## config.mk

```make
export PLATFORM = sky130hd
export DESIGN_NAME = utf8_to_utf16_transcoder_top
export DESIGN_NICKNAME = d
export VERILOG_FILES = /design/src/u8u16_pkg.sv /design/src/u8u16_front.sv /design/src/u8u16_fifo.sv /design/src/u8u16_back.sv /design/src/utf8_to_utf16_transcoder_top.sv
export SDC_FILE = /design/constraint.sdc
export NUM_CORES = 1
export LEC_CHECK = 0
export ABC_AREA = 1
export BUFFER_PORTS_ARGS = -buffer_cell sky130_fd_sc_hd__buf_2
export CAP_MARGIN = 20
export CORE_MARGIN = 1.5
export CORE_UTILIZATION = 35
export CTS_CLUSTER_SIZE = 12
export DETAILED_ROUTE_END_ITERATION = 12
export PLACE_DENSITY_LB_ADDON = 0.1
export SETUP_SLACK_MARGIN = 0.5
export SLEW_MARGIN = 20
export SYNTH_ARGS = -nofsm -noshare
export SYNTH_HDL_FRONTEND = slang
export SYNTH_SLANG_ARGS = --single-unit
```

## constraint.sdc

```tcl
create_clock -name clk_i -period 4.01 [get_ports clk_i]
set_input_delay 0.2005 -clock clk_i [delete_from_list [all_inputs] [get_ports clk_i]]
set_output_delay 0.2005 -clock clk_i [all_outputs]
set_load 0.005 [all_outputs]
```

## src/u8u16_pkg.sv

```systemverilog
// shared types and constants of the utf-8 to utf-16 transcoder
package u8u16_pkg;

  localparam int unsigned QueueDepth = 4;
  localparam int unsigned ApbAddrW   = 3;
  localparam int unsigned ApbDataW   = 32;

  // register index, taken from paddr[2]
  localparam logic RegAddBom = 1'b0;

  localparam logic [7:0]  HdrByte0  = 8'hEF;
  localparam logic [7:0]  HdrByte1  = 8'hBB;
  localparam logic [7:0]  HdrByte2  = 8'hBF;
  localparam logic [15:0] BomUnit   = 16'hFEFF;
  localparam logic [20:0] SurrBase  = 21'h10000;
  localparam logic [15:0] HiSurr    = 16'hD800;
  localparam logic [15:0] LoSurr    = 16'hDC00;

  typedef struct packed {
    logic [7:0] data_byte;
    logic       first_of_string;
    logic       last_of_string;
  } in_item_t;

  typedef struct packed {
    logic [15:0] code_unit;
    logic        unit_valid;
    logic        end_of_string;
    logic        well_formed;
    logic        last_of_item;
  } res_item_t;

  // work handed from the classifier to the emitter
  typedef struct packed {
    logic        bom;
    logic [1:0]  unit_cnt;
    logic [15:0] unit_hi;
    logic [15:0] unit_lo;
    logic        last;
    logic        ok;
  } job_t;

endpackage

```

## src/u8u16_front.sv

```systemverilog
// byte classifier: sequence decode, header tracking, surrogate split
module u8u16_front import u8u16_pkg::*; (
  input  logic     clk_i,
  input  logic     rst_ni,
  input  logic     accept_i,
  input  in_item_t item_i,
  input  logic     add_bom_i,
  output logic     job_valid_o,
  output job_t     job_o
);

  logic [20:0] code_q, code_d;
  logic [1:0]  left_q, left_d;
  logic [1:0]  pos_q, pos_d;
  logic        match_q, match_d;
  logic        ok_q, ok_d;

  logic [7:0]  b;
  logic        first, last;
  logic [20:0] code;
  logic [1:0]  left;
  logic [1:0]  pos;
  logic        match;
  logic        ok;
  logic        hit;
  logic        have;
  logic        drop;
  logic [20:0] cp;
  logic [20:0] v;
  logic [1:0]  cnt;

  assign b     = item_i.data_byte;
  assign first = item_i.first_of_string;
  assign last  = item_i.last_of_string;

  always_comb begin
    code  = code_q;
    left  = left_q;
    pos   = pos_q;
    match = match_q;
    ok    = ok_q;
    have  = 1'b0;
    cp    = '0;
    if (first) begin
      code  = '0;
      left  = '0;
      pos   = '0;
      match = 1'b1;
      ok    = 1'b1;
    end

    hit = match && ((pos == 2'd0 && b == HdrByte0) ||
                    (pos == 2'd1 && b == HdrByte1) ||
                    (pos == 2'd2 && b == HdrByte2));

    if (left != 2'd0) begin
      code = {code[14:0], b[5:0]};
      left = left - 2'd1;
      if (left == 2'd0) begin
        have = 1'b1;
        cp   = code;
      end
    end else if (!b[7]) begin
      have = 1'b1;
      cp   = {13'd0, b};
    end else if (b[7:6] == 2'b10) begin
      ok = 1'b0;
    end else if (b[7:5] == 3'b110) begin
      code = {16'd0, b[4:0]};
      left = 2'd1;
    end else if (b[7:4] == 4'hE) begin
      code = {17'd0, b[3:0]};
      left = 2'd2;
    end else begin
      code = {18'd0, b[2:0]};
      left = 2'd3;
    end

    // truncated sequence: missing continuations read as zero
    if (last && left != 2'd0) begin
      case (left)
        2'd1:    code = {code[14:0], 6'd0};
        2'd2:    code = {code[8:0], 12'd0};
        default: code = {code[2:0], 18'd0};
      endcase
      left = '0;
      have = 1'b1;
      cp   = code;
    end

    drop = hit && pos == 2'd2 && !last;

    cnt = 2'd0;
    if (have && !drop) begin
      cnt = (cp >= SurrBase) ? 2'd2 : 2'd1;
    end
    v = cp - SurrBase;

    job_o.bom      = first && add_bom_i;
    job_o.unit_cnt = cnt;
    job_o.unit_hi  = (cnt == 2'd2) ? (HiSurr | {5'd0, v[20:10]}) : cp[15:0];
    job_o.unit_lo  = LoSurr | {6'd0, v[9:0]};
    job_o.last     = last;
    job_o.ok       = ok;
    job_valid_o    = accept_i && (job_o.bom || cnt != 2'd0 || last);

    code_d  = have ? '0 : code;
    left_d  = left;
    pos_d   = (pos == 2'd3) ? pos : pos + 2'd1;
    match_d = (pos >= 2'd2) ? 1'b0 : hit;
    ok_d    = ok;
    if (last) begin
      code_d  = '0;
      left_d  = '0;
      pos_d   = '0;
      match_d = 1'b0;
      ok_d    = 1'b1;
    end
  end

  always_ff @(posedge clk_i or negedge rst_ni) begin
    if (!rst_ni) begin
      code_q  <= '0;
      left_q  <= '0;
      pos_q   <= '0;
      match_q <= 1'b0;
      ok_q    <= 1'b1;
    end else if (accept_i) begin
      code_q  <= code_d;
      left_q  <= left_d;
      pos_q   <= pos_d;
      match_q <= match_d;
      ok_q    <= ok_d;
    end
  end

endmodule

```

## src/u8u16_fifo.sv

```systemverilog
// small register queue of decoded jobs
module u8u16_fifo import u8u16_pkg::*; #(
  parameter int unsigned Depth = QueueDepth
) (
  input  logic clk_i,
  input  logic rst_ni,
  input  logic wr_en_i,
  input  job_t wr_data_i,
  output logic full_o,
  input  logic rd_en_i,
  output job_t rd_data_o,
  output logic empty_o
);

  localparam int unsigned PtrW = (Depth > 1) ? $clog2(Depth) : 1;
  localparam int unsigned CntW = $clog2(Depth + 1);

  job_t            mem_q [Depth];
  logic [PtrW-1:0] wr_ptr_q, wr_ptr_d;
  logic [PtrW-1:0] rd_ptr_q, rd_ptr_d;
  logic [CntW-1:0] cnt_q, cnt_d;
  logic            do_wr, do_rd;

  assign full_o    = (cnt_q == CntW'(Depth));
  assign empty_o   = (cnt_q == '0);
  assign do_wr     = wr_en_i && !full_o;
  assign do_rd     = rd_en_i && !empty_o;
  assign rd_data_o = mem_q[rd_ptr_q];

  always_comb begin
    wr_ptr_d = wr_ptr_q;
    rd_ptr_d = rd_ptr_q;
    cnt_d    = cnt_q;
    if (do_wr) begin
      wr_ptr_d = (wr_ptr_q == PtrW'(Depth - 1)) ? '0 : wr_ptr_q + 1'b1;
    end
    if (do_rd) begin
      rd_ptr_d = (rd_ptr_q == PtrW'(Depth - 1)) ? '0 : rd_ptr_q + 1'b1;
    end
    if (do_wr && !do_rd) begin
      cnt_d = cnt_q + 1'b1;
    end else if (do_rd && !do_wr) begin
      cnt_d = cnt_q - 1'b1;
    end
  end

  always_ff @(posedge clk_i or negedge rst_ni) begin
    if (!rst_ni) begin
      wr_ptr_q <= '0;
      rd_ptr_q <= '0;
      cnt_q    <= '0;
    end else begin
      wr_ptr_q <= wr_ptr_d;
      rd_ptr_q <= rd_ptr_d;
      cnt_q    <= cnt_d;
    end
  end

  always_ff @(posedge clk_i) begin
    if (do_wr) begin
      mem_q[wr_ptr_q] <= wr_data_i;
    end
  end

endmodule

```

## src/u8u16_back.sv

```systemverilog
// emitter: expands each job into one to three result items
module u8u16_back import u8u16_pkg::*; (
  input  logic      clk_i,
  input  logic      rst_ni,
  input  job_t      job_i,
  input  logic      job_empty_i,
  output logic      job_rd_o,
  input  logic      pop_i,
  output logic      empty_o,
  output res_item_t res_o
);

  logic [1:0] k_q, k_d;
  logic       out_valid_q, out_valid_d;
  res_item_t  res_q, res_d;

  logic [1:0]  n;
  logic [1:0]  j;
  logic        bare;
  logic        final_res;
  logic        load;
  logic [15:0] unit;

  always_comb begin
    n         = {1'b0, job_i.bom} + job_i.unit_cnt;
    bare      = (n == 2'd0);
    final_res = bare || (k_q == n - 2'd1);
    j         = k_q - {1'b0, job_i.bom};
    if (job_i.bom && k_q == 2'd0) begin
      unit = BomUnit;
    end else if (j == 2'd0) begin
      unit = job_i.unit_hi;
    end else begin
      unit = job_i.unit_lo;
    end

    res_d.code_unit     = bare ? 16'd0 : unit;
    res_d.unit_valid    = !bare;
    res_d.end_of_string = final_res && job_i.last;
    res_d.well_formed   = final_res && job_i.last && job_i.ok;
    res_d.last_of_item  = final_res;

    load        = !job_empty_i && (!out_valid_q || pop_i);
    job_rd_o    = load && final_res;
    k_d         = k_q;
    out_valid_d = out_valid_q;
    if (load) begin
      out_valid_d = 1'b1;
      k_d         = final_res ? 2'd0 : k_q + 2'd1;
    end else if (pop_i) begin
      out_valid_d = 1'b0;
    end
  end

  always_ff @(posedge clk_i or negedge rst_ni) begin
    if (!rst_ni) begin
      k_q         <= '0;
      out_valid_q <= 1'b0;
    end else begin
      k_q         <= k_d;
      out_valid_q <= out_valid_d;
    end
  end

  always_ff @(posedge clk_i) begin
    if (load) begin
      res_q <= res_d;
    end
  end

  assign empty_o = !out_valid_q;
  assign res_o   = res_q;

endmodule

```

## src/utf8_to_utf16_transcoder_top.sv

```systemverilog
// utf-8 to utf-16 transcoder, top level
//
// Input queue side: one utf-8 byte per item with first/last string markers,
// taken when push is high and full is low. Result queue side: utf-16 code
// units, the oldest on result_o while empty is low, taken on pop.
// A classifier decodes each byte in the cycle it is accepted and writes a
// job into a short queue; an emitter expands every job into one to three
// result items (optional bom, a unit or a surrogate pair, or a bare end
// marker) through a single output register.
// A decoded job is written into the job queue, then loaded into the output register.
// Throughput: one byte per cycle while bytes yield at most one unit and the
// queue is not full; the emitter gives one result per cycle while results are
// popped, so a bom or a surrogate pair needs an extra result, absorbed by the
// job queue. Reset clears the decode state, the job queue and the output
// valid flag; add_bom resets to 0. When pop is held low the output register
// holds and the queue fills, then full rises and input stalls; no item is lost.
// add_bom is written through the apb port at address 0, bit 0.
module utf8_to_utf16_transcoder_top import u8u16_pkg::*; #(
  parameter int unsigned QDepth = QueueDepth
) (
  input  logic                clk_i,
  input  logic                rst_ni,
  input  logic                push,
  output logic                full,
  input  in_item_t            item_i,
  output logic                empty,
  input  logic                pop,
  output res_item_t           result_o,
  input  logic                psel,
  input  logic                penable,
  input  logic                pwrite,
  input  logic [ApbAddrW-1:0] paddr,
  input  logic [ApbDataW-1:0] pwdata,
  output logic [ApbDataW-1:0] prdata,
  output logic                pready
);

  logic add_bom_q;
  logic accept;
  logic job_valid;
  job_t job_wr, job_rd;
  logic job_empty;
  logic job_rd_en;
  logic cfg_wr;

  assign pready = 1'b1;
  assign cfg_wr = psel && penable && pwrite && (paddr[2] == RegAddBom);
  assign prdata = (paddr[2] == RegAddBom) ? {{(ApbDataW-1){1'b0}}, add_bom_q} : '0;

  always_ff @(posedge clk_i or negedge rst_ni) begin
    if (!rst_ni) begin
      add_bom_q <= 1'b0;
    end else if (cfg_wr) begin
      add_bom_q <= pwdata[0];
    end
  end

  assign accept = push && !full;

  u8u16_front u_front (
    .clk_i       (clk_i),
    .rst_ni      (rst_ni),
    .accept_i    (accept),
    .item_i      (item_i),
    .add_bom_i   (add_bom_q),
    .job_valid_o (job_valid),
    .job_o       (job_wr)
  );

  u8u16_fifo #(
    .Depth (QDepth)
  ) u_fifo (
    .clk_i     (clk_i),
    .rst_ni    (rst_ni),
    .wr_en_i   (job_valid),
    .wr_data_i (job_wr),
    .full_o    (full),
    .rd_en_i   (job_rd_en),
    .rd_data_o (job_rd),
    .empty_o   (job_empty)
  );

  u8u16_back u_back (
    .clk_i       (clk_i),
    .rst_ni      (rst_ni),
    .job_i       (job_rd),
    .job_empty_i (job_empty),
    .job_rd_o    (job_rd_en),
    .pop_i       (pop),
    .empty_o     (empty),
    .res_o       (result_o)
  );

endmodule

```

==> results of run 1 <==
## critical path: stages, from the launching register on
cell and delay [ns]:
dfrtp_2 0.47, buf_4 0.16, nand2_1 0.05, nand3_1 0.07, nand2_1 0.10, inv_1 0.08, ha_1 0.31, inv_1 0.05
ha_1 0.30, xor2_1 0.26, a21oi_4 0.13, nor2_4 0.18, inv_1 0.06, ha_1 0.19, inv_1 0.12, fa_1 0.43
mux2_2 0.27
## sequential cells by signal, indices dropped and copies added (netlist names), 2 cells and up
signal,count
u_back.k_q,2
u_front.pos_q,2
u_fifo.cnt_q,3
u_fifo.mem_q,124
u_fifo.wr_ptr_q,2
u_fifo.rd_ptr_q,2
u_back.res_o,20
u_front.code_q,15
u_front.left_q,2
## cells in the final DEF, fill, tap and decap left out, drive strengths merged, types with 11 or more instances in the layout
master  instances
a21oi          31
buf            99
clkbuf         17
conb           32
dfrtp          31
edfxtp        144
ha             15
inv            92
nand2         169
nand3          49
nand4          11
nor2          124
o21ai          80
o22ai          20
## metrics by stage
step | hold slack [ns] | utilization [%] | power [W] | cell area [µm²]
CTS | 0.00824 | 40.9 | 0.00735 | 9920
floorplan | -0.0951 | - | 0.00468 | 8730
global placement | 0.347 | 38.4 | 0.00563 | 9310
global route | 0.0275 | 41.7 | 0.00806 | 10100
detailed placement | 0.356 | 38.4 | 0.00565 | 9310
finish | 0.0223 | 41.7 | 0.00749 | 10100
## cells in the mapped netlist, drive strengths merged, types with 11 or more instances
| master | count |
|---|---|
| nand4 | 11 |
| nand2 | 168 |
| o21ai | 80 |
| ha | 15 |
| buf | 47 |
| nor2 | 124 |
| o22ai | 20 |
| inv | 84 |
| nand3 | 49 |
| clkbuf | 21 |
| dfrtp | 31 |
| edfxtp | 144 |
| a21oi | 31 |
## layout make-up
type	count	share of cell area (%)
clock buffer	17	4.21
clock inverter	14	1.46
inverter	86	3.26
multi-input combinational	573	29.9
sequential	176	50.8
tap	324	4.01
timing repair buffer	100	6.45
## logic make-up after synthesis
family / Yosys count / share of synthesized area, %
muxes: 1 / 0.131
adders and majority gates: 16 / 2.41
and+or+nand+nor: 359 / 17.7
DFF: 176 / 59.5
AOI/OAI and AO/OA: 158 / 10.9
buffers and inverters: 154 / 8.72
other: 2 / 0.0872
xor gates and xnor gates: 6 / 0.610
## metal layers
metal / track usage [%] / part of all wire [%] / vias to the layer above / wire (µm)
li1: - / - / 3070 / -
met1: 24.1 / 47 / 3029 / 10300
met2: 29.0 / 48 / 140 / 10400
met3: 3.09 / 3.9 / 20 / 848
met4: 4.50 / 1.2 / 0 / 264
met5: 0 / 0 / - / 0
## path summary, 6_finish.rpt
| check | from | endpoint | slack (ns) | depth (start not counted) |
|---|---|---|---|---|
| max in group asynchronous | rst_ni | u_fifo.rd_ptr_q[0] | 3.03 | 2 |
| min in group asynchronous | rst_ni | u_front.left_q[1] | 0.41 | 2 |
| min | pop | u_back.out_valid_q | 0.02 | 4 |
| max reg2reg | u_fifo.rd_ptr_q[0] | u_fifo.cnt_q[1] | 0.67 | 16 |
| min reg2reg | u_front.ok_q | u_front.ok_q | 0.51 | 2 |
| max | u_fifo.rd_ptr_q[0] | u_fifo.cnt_q[1] | 0.67 | 16 |
## timing repair
item | CTS | global route
pin swaps | 1 | 10
hold buffers | 1 | 0
setup buffers | 0 | 9
hold endpoints to repair | 31 | 0
setup endpoints to repair | 74 | 74
resized for setup | 7 | 34
gates cloned | 0 | 1
## power by group
group          internal (W)  switching [W]
registers           0.00260       0.000143
clock network      0.000877       0.000755
logic               0.00112        0.00200
total               0.00460        0.00289
==> results.cfg, run 1 <==
[drt]
wire_per_inst_um = 16.9
drcViolationCount = 0
via_count = 6259
antenna_left = 0
drt_iter0_drc = 388
firstDrtPassIters = 5
wl_um = 21800
post_drt_via_cell_ratio = 4.85

[die]
die_x_um = 160
rows = 57
initial_core_util_pct = 35.5
coreArea_um2 = 24200
io_pins = 107
dieArea_um2 = 25600
die_y_um = 160

[placed_design]
place_worst_setup_slack_ns = 0.256
place_congestion = 0.938
port_buffers = 41
dpl.hpwl_um = 13900
place_inst = 1248

[pwr]
power_density_nw_per_um2 = 741
power.leakage_nw = 4.25
ir_worst_vdd_v = 0.000376

[clock_tree]
cts_num_sinks = 176
cts_tree = yes
clk_latency_ns = 0.43
clockBufferDepth = 2
cts_inserted_buffers = 17
clkSlewWorstSetupHoldPaths_ns = 0.07
cts_root_buffer = clkbuf_16
htreeDepth = 4

[sta]
clock.fmax_mhz = 300
setup_viol_count_final = 0
worst_pin_slew_ns = 1.02
fin_crit_ns = 3.34
fin_tns_setup_ns = 0
period_share_pct = 83.2
rsz0062_at_grt = true
hold_violations = 0
fin_ws_ns = 0.674
slew_violations = 0
max_slew_margin_pct = 31.4
skew_ns = 0.0163

[synth]
yosysTopAreaCell = edfxtp_1
yosys_warnings = 0
synth_top_area_share_pct = 50.2
postSynthCellCount = 872
synth-seq-cells = 176
ys.flop_type = edfxtp_1
synth.area.top_cells = edfxtp_1 (50%), dfrtp_1 (9.0%), nand2_1 (7.0%)
yosysUniqueCellTypes = 43
synth_edf_count = 144
netlist_area_um2 = 8610
yosysSeqAreaShare_pct = 59.5
avgSynthCellArea_um2 = 9.88
synthArstFlopShare_pct = 18.2

[worst_setup_path]
cp.required_ns = 4.32
critPathMaxFanout = 6
crit_path_start_kind = flop
path_class = flop to flop
critPathCaptureType = flop
cp.arrival_ns = 3.65

[finish]
fin_cells = 1290
syn2layout_area_growth_pct = 17.4
final-seq-area_um2 = 5130
nNetsFinal = 1022
fillers = 2459
n_antenna_cell = 0
drive_gt1_share_pct = 19.6
multi_input_area_um2 = 3020

[global_routing]
grt_max_degree = 40
grt_overflow_total = 0
antenna_found_initial = 0
grt_first_pass_wirelength_um = 34300
grt_pass1_vias = 6030
grt_usage_pct = 17.6

[job]
cap_violations = 0

[run_status]
status = finished clean

[hold_path]
hold_path_class = input port to flop
(Power assumes the default switching activity.)
==> run 2, diff against run 1 <==
--- a/config.mk
+++ b/config.mk
@@ -5,7 +5,7 @@
 export SDC_FILE = /design/constraint.sdc
 export NUM_CORES = 1
 export LEC_CHECK = 0
-export ABC_AREA = 1
+export ABC_AREA = 0
 export BUFFER_PORTS_ARGS = -buffer_cell sky130_fd_sc_hd__buf_2
 export CAP_MARGIN = 20
 export CORE_MARGIN = 1.5
==> constraint.sdc (replaced) <==
create_clock -name clk_i -period 2.7 [get_ports clk_i]
set_input_delay 0.135 -clock clk_i [delete_from_list [all_inputs] [get_ports clk_i]]
set_output_delay 0.135 -clock clk_i [all_outputs]
set_load 0.005 [all_outputs]
==> run 2 against run 1 <==
The flow now finishes with violations (negative setup slack). Final cell count fell by 16%. Maximum frequency fell by 11%. Count of clock-buffer cells in the layout is 1 higher. Clock power rose by 57%. First-iteration DRC count decreased by 23%. Synthesized cell count is 35% lower. Sequential cell count unchanged. Area after synthesis is 4.4% lower. Sequential power up 45%. Via count fell by 13%. Hold slack improved by 0.037 ns. Setup slack got worse by 1.7 ns.
==> results.cfg, run 2 <==
[finish]
fin_area_um2 = 11400
layout_commonest_cell = edfxtp_1
final_cell_mix = edfxtp_1 (144), buf_4 (110), buf_2 (41), nor2_1 (34), conb_1 (32)
largest_reg_flops = 124
syn2layout_area_growth_pct = 38.0
n_antenna_cell = 0
regMostFlops = u_fifo.mem_q
nNetsFinal = 830
drive_gt1_share_pct = 48.6

[synth]
yosysSeqAreaShare_pct = 62.3
synth_edf_count = 144
yosys_warnings = 0
synth.area.top_cells = edfxtp_1 (53%), dfrtp_1 (9.4%), mux4_2 (8.5%)
avgSynthCellArea_um2 = 14.5
synth_top_cells_by_count = edfxtp_1 (144), nand2_1 (40), nor2_1 (38)
synth_top_area_share_pct = 52.5
postSynthCellCount = 566
ys.flop_type = edfxtp_1
yosysTopAreaCell = edfxtp_1
synthArstFlopShare_pct = 18.2
netlist_area_um2 = 8230
synth.most_common_cell = edfxtp_1
synth-seq-cells = 176
yosysUniqueCellTypes = 75

[worst_setup_path]
cp_slowest_stage_delay_ns = 0.44
path_cells = o21bai_4, and3_4, a21o_1, inv_2, ha_4, nand4bb_4, o32ai_4, a221oi_4, ha_2, a21boi_2, nand4bb_1, nor4_4, a211oi_4, or2_4, inv_8, mux2_4
critPathMaxFanout = 4
crit_path_start_kind = flop
critPathCaptureType = flop
cp_slowest_cell = dfrtp_1
cp.arrival_ns = 3.91
cp.required_ns = 2.87
path_class = flop to flop

[sta]
setup_viol_count_final = 90
fin_tns_setup_ns = -70.32
fin_ws_ns = -1.03
skew_ns = 0.0131
period_share_pct = 138
fin_crit_ns = 3.73
rsz0062_at_grt = true
clock.fmax_mhz = 268
worst_pin_slew_ns = 0.816
slew_violations = 0
hold_violations = 0
max_slew_margin_pct = 45.6

[global_routing]
grt_usage_pct = 18.0
grt_max_degree = 33
grt_pass1_vias = 5501
grt_overflow_total = 0
grt_first_pass_wirelength_um = 32300
antenna_found_initial = 1

[drt]
post_drt_via_cell_ratio = 4.99
via_count = 5424
firstDrtPassIters = 4
drcViolationCount = 0
wire_per_inst_um = 19.3
drt_iter0_drc = 300
antenna_left = 0
wl_um = 21000

[pwr]
p_sw_w = 0.00389
intPower_w = 0.00807
power_density_nw_per_um2 = 1050
power_frac_seq_pct = 33.1
power.leakage_nw = 4.39
clockPowerShare_pct = 21.4
p_comb_share_pct = 45.5
p_sw_share_pct = 32.5
ir_worst_vdd_v = 0.000541

[placed_design]
placed_area_um2 = 9590
port_buffers = 41
place_worst_setup_slack_ns = -1.25
place_congestion = 0.872
dpl.hpwl_um = 13600

[job]
cap_violations = 0

[clock_tree]
cts_inserted_buffers = 17
clkSlewWorstSetupHoldPaths_ns = 0.08
cts_num_sinks = 176
cts_tree = yes
cts_root_buffer = clkbuf_16
htreeDepth = 4
clk_latency_ns = 0.43
clockBufferDepth = 2

[die]
die_y_um = 156
dieArea_um2 = 24500
die_x_um = 156
rows = 55
io_pins = 107
initial_core_util_pct = 36.0
coreArea_um2 = 22800

[run_status]
status = complete, but fails checks
violations = negative setup slack

[hold_path]
hold_path_class = input port to flop
run 2: worst max-delay path, delay by kind of cell, from the launching register on:
family / cells / cell delay [ns]
mux: 1 / 0.31
flops: 1 / 0.44
buf+inv: 2 / 0.15
simple gates: 5 / 1.11
fa+ha+maj: 2 / 0.49
compound gates: 6 / 0.98
run 2: cell families after synthesis:
family | share of synthesized area (%)
adder cells (fa/ha/maj) | 2.52
AO/OA/AOI/OAI | 9.59
other | 0.0912
AND/OR/NAND/NOR | 8.36
flip-flops | 62.3
multiplexers | 10.7
buffers and inverters | 5.41
XOR/XNOR | 1.06
run 2: per-layer routing:
metal / up-vias / global-route usage (%) / part of all wire [%] / wire (µm)
met3: 26 / 3.21 / 3.0 / 632
met4: 2 / 4.76 / 1.1 / 234
met5: - / 0 / 0.052 / 11
met2: 122 / 30.6 / 50 / 10500
li1: 2497 / - / - / -
met1: 2777 / 23.7 / 46 / 9590
run 2: final timing paths:
check                                   from             endpoint  slack (ns)  cells past startpoint
setup / recovery           u_front.left_q[1]  u_fifo.mem_q[1][20]       -1.03                     16
hold / removal                        pwrite            add_bom_q        0.06                      3
setup reg to reg           u_front.left_q[1]  u_fifo.mem_q[1][20]       -1.03                     16
hold reg to reg                 u_front.ok_q         u_front.ok_q        0.48                      2
max in group asynchronous             rst_ni   u_fifo.rd_ptr_q[0]        1.80                      2
min in group asynchronous             rst_ni      u_fifo.cnt_q[0]        0.33                      2
run 2: area by class of cell:
type	count	area (µm²)
flip-flops and latches	176	5130
fillers	2006	11500
multi-input cells	346	3490
inverters	25	111
clock inverters	14	175
repair buffers	196	1640
clock buffers	18	429
well taps	313	392
run 2: power by group through the flow:
stage	clock network, W	logic [W]	registers (W)
2_1_floorplan	0	0.00273	0.00400
3_3_place_gp	0	0.00391	0.00401
3_5_place_dp	0	0.00397	0.00402
4_1_cts	0.00260	0.00488	0.00397
5_1_grt	0.00272	0.00586	0.00403
6_report	0.00256	0.00545	0.00397
run 2: per-stage QoR:
step | instances | hold WS (ns) | util [%] | total power, W
global route | 1088 | 0.0554 | 49.7 | 0.0126
CTS | 1073 | 0.0419 | 48.3 | 0.0114
detailed placement | 1005 | 0.289 | 42.0 | 0.00799
finish | 1088 | 0.0596 | 49.7 | 0.0120
global placement | 1005 | 0.271 | 42.0 | 0.00792
floorplan | 596 | -0.161 | - | 0.00673
run 2: timing repair:
action | CTS | global route
hold endpoints to repair | 34 | 0
hold buffers | 4 | 0
setup buffers | 26 | 15
gates cloned | 6 | 0
setup endpoints to repair | 276 | 276
pin swaps | 30 | 17
resized for setup | 107 | 40
==> run 3, diff against run 2 <==
--- a/config.mk
+++ b/config.mk
@@ -6,12 +6,12 @@
 export NUM_CORES = 1
 export LEC_CHECK = 0
 export ABC_AREA = 0
-export BUFFER_PORTS_ARGS = -buffer_cell sky130_fd_sc_hd__buf_2
 export CAP_MARGIN = 20
 export CORE_MARGIN = 1.5
 export CORE_UTILIZATION = 35
 export CTS_CLUSTER_SIZE = 12
 export DETAILED_ROUTE_END_ITERATION = 12
+export DONT_BUFFER_PORTS = 1
 export PLACE_DENSITY_LB_ADDON = 0.1
 export SETUP_SLACK_MARGIN = 0.5
 export SLEW_MARGIN = 20
==> run 3 against run 2 <==
Final cell count decreased by 2.8%. Setup slack improved by 0.0031 ns. Clock power down 6%. Design area unchanged. The flow still finishes with violations (negative setup slack). Hold slack got worse by 0.037 ns. Core utilization stayed put. Combinational power shrank 0.7%. Count of clock-buffer cells in the layout rose by 2.
==> results.cfg, run 3 (synthesized netlist as in run 2, its figures left out) <==
[sta]
hold_violations = 0
fin_crit_ns = 3.73
slew_violations = 0
worst_pin_slew_ns = 0.929
clock.fmax_mhz = 268
rsz0062_at_grt = true
setup_viol_count_final = 74
skew_ns = 0.0141
fin_tns_setup_ns = -65.47
max_slew_margin_pct = 37.9
period_share_pct = 138
fin_ws_ns = -1.03

[die]
io_pins = 107
initial_core_util_pct = 36.0
die_x_um = 156
die_y_um = 156
dieArea_um2 = 24500
rows = 55
coreArea_um2 = 22800

[finish]
drive_gt1_share_pct = 45.9
syn2layout_area_growth_pct = 38.0
n_antenna_cell = 0
fin_cells = 1058
nNetsFinal = 801
final_core_utilization_pct = 49.7
final_cell_mix = edfxtp_1 (144), buf_4 (114), nor2_1 (33), conb_1 (32), mux4_2 (31)
fin_area_um2 = 11400
regMostFlops = u_fifo.mem_q
fillers = 2029
largest_reg_flops = 124
layout_commonest_cell = edfxtp_1

[placed_design]
place_inst = 962
dpl.hpwl_um = 14100
place_congestion = 0.893
port_buffers = 0
placed_area_um2 = 9450
place_worst_setup_slack_ns = -1.26

[hold_path]
hold_depth = 2
hold_end = u_fifo.mem_q[2][16]
hold_path_class = input port to flop
min_from = item_i[6]

[global_routing]
grt_max_degree = 33
grt_pass1_vias = 5574
antenna_found_initial = 0
grt_overflow_total = 0
grt_use_met2_pct = 31.7
grt_usage_pct = 18.1
grt.busiest_layer = met2
grt_first_pass_wirelength_um = 32300
met1_usage_pct = 22.9
grt_util_met3_pct = 3.27

[worst_setup_path]
r2r_cells = 15
r2r-start = u_front.left_q[1]
critPathMaxFanout = 6
cp.arrival_ns = 3.90
crit_path_start_kind = flop
reg2reg_to = u_fifo.mem_q[0][20]
reg2reg_slack_ns = -1.03
cp.required_ns = 2.87
critPathCaptureType = flop
path_class = flop to flop

[clock_tree]
clockBufferDepth = 2
cts_tree = yes
clkSlewWorstSetupHoldPaths_ns = 0.07
cts_inserted_buffers = 17
cts_num_sinks = 176
htreeDepth = 4
clk_latency_ns = 0.43
cts_root_buffer = clkbuf_16

[drt]
drcViolationCount = 0
wire_per_inst_um = 19.8
wl_um = 21000
drt_iter0_drc = 429
firstDrtPassIters = 4
post_drt_via_cell_ratio = 5.00
via_count = 5292
antenna_left = 0

[run_status]
status = complete, but fails checks
violations = negative setup slack

[pwr]
ir_worst_vdd_v = 0.000577
power_density_nw_per_um2 = 1040
power.leakage_nw = 4.30

[job]
cap_violations = 0
[run 3: cell types whose count changed in the layout (fill, tap and decap cells not counted), sizes merged]
cell         previous run  this run
and2                   14         8
buf                   192       162
bufinv                  3         2
clkbuf                 18        21
clkinvlp                1         2
dlygate4sd3             4        10
inv                    31        28
[run 3: repair_timing]
action | CTS | global route
hold buffers | 11 | 0
buffers inserted | 42 | 5
pin swaps | 40 | 15
cloned | 6 | 1
endpoints found under the setup margin | 261 | 271
endpoints found under the hold margin | 50 | 0
gates resized for setup | 132 | 16
[run 3: final cells by class]
class | instances | area (µm²) | share of cell area [%]
Clock buffer | 20 | 437 | 3.84
Clock inverter | 11 | 134 | 1.18
Inverter | 25 | 114 | 1.00
Multi-Input combinational cell | 340 | 3420 | 30.1
Sequential cell | 176 | 5130 | 45.1
Tap cell | 313 | 392 | 3.45
Timing Repair Buffer | 173 | 1740 | 15.3
[run 3: where the power goes]
| group | internal [W] | switching, W | total, W |
|---|---|---|---|
| combinational | 0.00288 | 0.00252 | 0.00541 |
| clock | 0.00137 | 0.00103 | 0.00240 |
| sequential | 0.00377 | 0.000259 | 0.00403 |
[run 3: how the worst max path moves through the flow]
| stage | end | startpoint | slack (ns) | cells after the start |
|---|---|---|---|---|
| 3_3_place_gp | u_fifo.mem_q[0][20] | u_front.left_q[1] | -1.13 | 16 |
| 5_1_grt | u_fifo.mem_q[0][20] | u_front.left_q[0] | -1.20 | 16 |
| 3_5_place_dp | u_fifo.mem_q[0][20] | u_front.left_q[1] | -1.26 | 16 |
| 2_1_floorplan | u_fifo.mem_q[0][20] | u_front.left_q[0] | -1.28 | 18 |
| 4_1_cts | u_fifo.mem_q[0][20] | u_front.left_q[0] | -1.09 | 16 |
| 6_report | u_fifo.mem_q[0][20] | u_front.left_q[1] | -1.03 | 15 |
[run 3: worst max-delay path, cell delays in order (launching register included)]
cell	delay [ns]
dfrtp_2	0.45
o21bai_4	0.13
and3_4	0.22
a21o_1	0.12
inv_2	0.07
ha_4	0.27
nand4bb_4	0.19
o32ai_4	0.13
buf_4	0.15
buf_4	0.15
a221oi_1	0.54
and3_4	0.32
a211oi_4	0.07
or2_4	0.28
inv_8	0.07
mux2_4	0.31
[run 3: per-layer routing]
metal,up-vias,wire length (µm)
met5,-,0
met4,0,303
met3,20,672
met2,125,10900
met1,2710,9070
li1,2437,-
[run 3: through the flow]
step                hold WS, ns  total power [W]
detailed placement       -0.160          0.00796
finish                   0.0225           0.0118
floorplan                -0.161          0.00673
CTS                     0.00175           0.0118
global route             0.0137           0.0125
global placement         -0.160          0.00785
